[src/hdl/qot_pkg.sv]
// qot_pkg: shared types and constants for the quaternion orientation tracker
// used by qot_div and quaternion_orientation_tracker_top
package qot_pkg;
	localparam logic signed [15:0] ONE_Q14 = 16'sd16384;
	localparam logic signed [15:0] ONE_Q8 = 16'sd256;

	localparam logic OP_ROTATE = 1'b0;
	localparam logic OP_ZOOM = 1'b1;

	typedef enum logic [4:0] {
		ST_IDLE,
		ST_HAM,
		ST_SQ,
		ST_SQRT,
		ST_DIVS,
		ST_DIVW,
		ST_MAT,
		ST_OFS,
		ST_OUT
	} state_t;

	function automatic logic signed [15:0] sat16(input logic signed [47:0] v);
		if (v > 48'sd32767) return 16'sh7fff;
		if (v < -48'sd32768) return 16'sh8000;
		return v[15:0];
	endfunction
endpackage

[src/hdl/qot_div.sv]
// qot_div: restoring divider, one quotient bit per cycle, 40 bit by 32 bit
// depends on qot_pkg
module qot_div (
	input  logic clk,
	input  logic arst_n,
	input  logic start,
	input  logic [39:0] num,
	input  logic [31:0] den,
	output logic busy,
	output logic [39:0] quo
);
	import qot_pkg::*;

	logic [32:0] rem_q;
	logic [39:0] quo_q;
	logic [5:0] cnt_q;
	logic busy_q;
	logic [32:0] trial;

	assign trial = {rem_q[31:0], quo_q[39]};
	assign busy = busy_q;
	assign quo = quo_q;

	always_ff @(posedge clk or negedge arst_n) begin
		if (!arst_n) begin
			busy_q <= 1'b0;
			cnt_q <= '0;
		end else if (start) begin
			busy_q <= 1'b1;
			cnt_q <= 6'd39;
		end else if (busy_q) begin
			if (cnt_q == 6'd0) busy_q <= 1'b0;
			cnt_q <= cnt_q - 6'd1;
		end
	end

	always_ff @(posedge clk) begin
		if (start) begin
			rem_q <= '0;
			quo_q <= num;
		end else if (busy_q) begin
			if (trial >= {1'b0, den}) begin
				rem_q <= trial - {1'b0, den};
				quo_q <= {quo_q[38:0], 1'b1};
			end else begin
				rem_q <= trial;
				quo_q <= {quo_q[38:0], 1'b0};
			end
		end
	end

	assert property (@(posedge clk) disable iff (!arst_n) start |=> busy_q);
	assert property (@(posedge clk) disable iff (!arst_n)
		busy_q && cnt_q == 6'd0 |=> !busy_q);
	assert property (@(posedge clk) disable iff (!arst_n) busy_q |-> cnt_q <= 6'd39);
endmodule

[config.mk]
export PLATFORM = sky130hd
export DESIGN_NAME = qot_div
export DESIGN_NICKNAME = d
export VERILOG_FILES = /design/src/hdl/qot_pkg.sv /design/src/hdl/qot_div.sv
export SDC_FILE = /design/constraint.sdc
export NUM_CORES = 1
export LEC_CHECK = 0
export ABC_AREA = 0
export ABC_CLOCK_PERIOD_IN_PS = 5800
export BUFFER_PORTS_ARGS = -buffer_cell sky130_fd_sc_hd__buf_2
export CORE_AREA = 2 2 98 100
export CTS_CLUSTER_SIZE = 40
export DETAILED_ROUTE_END_ITERATION = 16
export DIE_AREA = 0 0 100 102
export PLACE_DENSITY = 0.88
export SLEW_MARGIN = 20
export SYNTH_ARGS = -nofsm -noshare
export SYNTH_HDL_FRONTEND = slang
export SYNTH_SLANG_ARGS = --single-unit
[constraint.sdc]
create_clock -name clk -period 5.8 [get_ports clk]
set_input_delay 0.58 -clock clk [delete_from_list [all_inputs] [get_ports clk]]
set_output_delay 0.58 -clock clk [all_outputs]
set_load 0.05 [all_outputs]
==> metrics.md <==
| Metric | Value |
|---|---|
| Max H-tree Level | 3 |
| Leak pwr | ~2.9 nW |
| Rows | 35 |
| Status | completed |
| FF+latch count, synth | 79 |
| Net count after synthesis | 686 |
| Worst skew pair latency | roughly 0.35 ns |
| Setup WS post-layout | ~2.4 ns |
| DRT iter0 DRCs | approximately 230 |
| Final setup vio count | 0 |
| Xor/xnor share of the synthesized area | approximately 4.1% |
| Die Area | 10200 um^2 |
| Post-CTS Setup Bufs | 0 |
| Synth Area in Compound Gates | between 10% and 20% |
| Area of the mapped netlist | between 5000 and 6000 um^2 |
| DRC viols | 0 |
| DIE WIDTH | around 100 um |
| DR pass1 iterations | 5 |
| Cts bufs inserted | 9 |
| Top FF cell, synth | edfxtp_1 |
| Post-Route WL | 12.3 mm |
| Synthesized area per cell | slightly above 9 um^2 |
| Hold Crit Class | input port to asynchronous set/reset pin |
| Initial Utilization | approximately three fifths |
| Post-Synth Adder-Cell Area | 8.34% |
| Critical path required time | around 6.0 ns |
| Initial antenna violation count | 0 |
| Share of power burned in registers | a little under a third |
| Simple-Gate Fraction of Synth Area | 14.4% |
| Max VDD drop | between 0.0002 and 0.00025 V |
| Io pins | between 100 and 150 |
| CP startpoint kind | flop |
| Comb pwr share | roughly 50% |
| Multi-input gate area | just over 3000 um^2 |
| Number of hold buffers added after cts | 0 |
| Max-slew violations | 0 |
| MaxCap Viol Count | 0 |
| Worst r2r src | rem_q[13] |
| Clock power share | between 10% and 20% |
| CTS tree | built |
| Switch Pwr | about 1.1 mW |
| IO Port Bufs | roughly 120 |
| Most frequent cells in the layout | buf_2, nor2_1, a21oi_1 |
| Max Clock Skew | between 0.01 and 0.015 ns |
| PwrDens | roughly 420 nW/um^2 |
| Synth warn | 0 |
| Post-CTS Resized | 0 |
| Post-synth EDFFs | 40 |
| RSZ-0062 raised after global routing | false |
| Fmax | roughly 0.30 GHz |
| Crit end category | flop |
| Internal power | around 1.5 mW |
| Core Area | 9110 um^2 |
| Seq/Total Area, Yosys | a little under two fifths |
| Post-Syn Instances | about 580 |
| Remaining Overflow, GRT | 0 |
| GP Congestion | ~0.91 |
| Commonest non-fill, non-tap cell in the layout | buf_2 |
| Vias in the first global route | around 4400 |
| Type of the worst setup path | flop to flop |
| Worst slew margin | between 30% and 40% |
| Post-synthesis mux area share | between 10% and 20% |
| Cell variety after synth | 57 |
| Clock buffer depth | 2 |
| Part of the cycle the worst path needs | between 50 and 60% |
| DP Worst Slack | roughly 2.1 ns |
| Clk root buf | clkbuf_8 |
| GR Util met1 | between 20% and 30% |
| Most used routing layer | met2 |
| FF+latch area | about 2000 um^2 |
| Via Count | roughly 4600 |
| Slew @ Worst Pin | 0.919 ns |
| Worst-path clk slew | around 0.1 ns |
| Met3 Resource Use GR | about 5.7% |
| Share of layout cells above drive strength 1 | between 20 and 30% |
| Vias per inst | 5.79 |
| N_diodes | 0 |
| First-pass GRT wire length | 20.0 mm |
| Min Tclk post-route | around 3.4 ns |
| Largest net degree at the start of global routing | 81 |
| Area growth, synth to finish | 15.0% |
| Hold Vio Cnt, Final | 0 |
| Worst Path Max Fanout | 39 |
| Nets | 784 |
| DP Wirelength | ~9.0 mm |
| M2 GR Usage | 43.9% |
| Die H | just over 100 um |
| Sum of negative setup slack | 0 ns |
| Fill count | ~740 |
| WL/cell | ~16 um |
| Setup crit start | rem_q[13] |
| Post-route antenna net violation count | 0 |
| Switching fraction of total power | 43.2% |
| Arr. time, crit path | between 3 and 4 ns |
| Clock sink count | between 70 and 80 |
| Asr flop ratio synth | under 10% |
| Overall routing resource usage | 24.3% |
| Largest family of logic cells by synthesized area | compound AO/OA/AOI/OAI gates |
==> Yosys cell counts, drive strengths merged (8+ instances only) <==
library cell | count | area [um^2]
edfxtp | 40 | 1200
buf | 11 | 67.6
clkbuf | 20 | 75.1
a211oi | 29 | 228
nand2b | 15 | 93.8
nor3 | 8 | 45.0
xor2 | 16 | 140
o21ai | 21 | 105
nor2 | 66 | 248
dfxtp | 32 | 641
inv | 42 | 158
mux2i | 10 | 100
nor2b | 8 | 50.1
a21o | 14 | 105
ha | 34 | 425
xnor2 | 9 | 78.8
a21oi | 54 | 270
nand2 | 24 | 90.1
mux2 | 41 | 462
==> power by group through the flow <==
stage,Combinational (mW),Sequential (mW),Clock (mW)
after global placement,1.25,0.814,0
final,1.31,0.812,0.436
after floorplan,0.966,0.913,0
after CTS,1.30,0.810,0.441
after detailed placement,1.29,0.820,0
after global routing,1.45,0.828,0.468
==> worst paths after layout <==
check / endpoint / slack [ns] / cells after the start
setup / recovery: rem_q[10] / 2.45 / 11
hold / removal: busy / 0.04 / 1
setup reg to reg: rem_q[10] / 2.45 / 11
hold reg to reg: rem_q[1] / 0.51 / 2
max in group asynchronous: busy / 5.59 / 1
min in group clk: rem_q[1] / 0.51 / 2
==> cell type report <==
type	count	share of cell area, %
well taps	111	2.26
flip-flops and latches	79	32.9
clock buffers	9	2.02
multi-input cells	424	49.2
repair buffers	118	9.75
inverters	42	2.57
clock inverters	7	1.28
==> registers in the layout (all words and copies together) (netlist names) <==
name,flops
quo,40
rem_q,32
busy,1
cnt_q,6
==> per-stage QoR <==
| step | power, mW | area, um^2 | cells | util, % | hold WS [ns] |
|---|---|---|---|---|---|
| 2_1_floorplan | 1.88 | 5340 | 576 | - | 0.284 |
| 3_3_place_gp | 2.06 | 5930 | 774 | 65.2 | 0.419 |
| 3_5_place_dp | 2.11 | 5930 | 774 | 65.2 | 0.424 |
| 6_report | 2.56 | 6140 | 790 | 67.4 | 0.0392 |
| 4_1_cts | 2.55 | 6140 | 790 | 67.4 | 0.0292 |
| 5_1_grt | 2.75 | 6140 | 790 | 67.4 | 0.0267 |
==> layer usage <==
metal / wire [um] / share of wire [%]
met1: 5220 / 42
met2: 6180 / 50
met4: 168 / 1.4
met3: 728 / 5.9
met5: 0 / 0
==> logic make-up after synthesis <==
| group | Yosys count |
|---|---|
| compound gates | 156 |
| xor+xnor | 25 |
| fa+ha+maj | 35 |
| buf+inv | 73 |
| flops | 79 |
| mux | 51 |
| simple gates | 157 |
==> worst max-delay path, cell delays in order (launching register included) <==
cell      delay, ns
dfxtp_1        0.34
ha_1           0.36
a21o_1         0.23
a31o_2         0.27
a32oi_1        0.15
a211o_1        0.14
o311a_1        0.21
o21ba_2        0.72
buf_4          0.39
and3b_1        0.21
a21oi_1        0.11
a211oi_1       0.08
(Power assumes the default switching activity.)
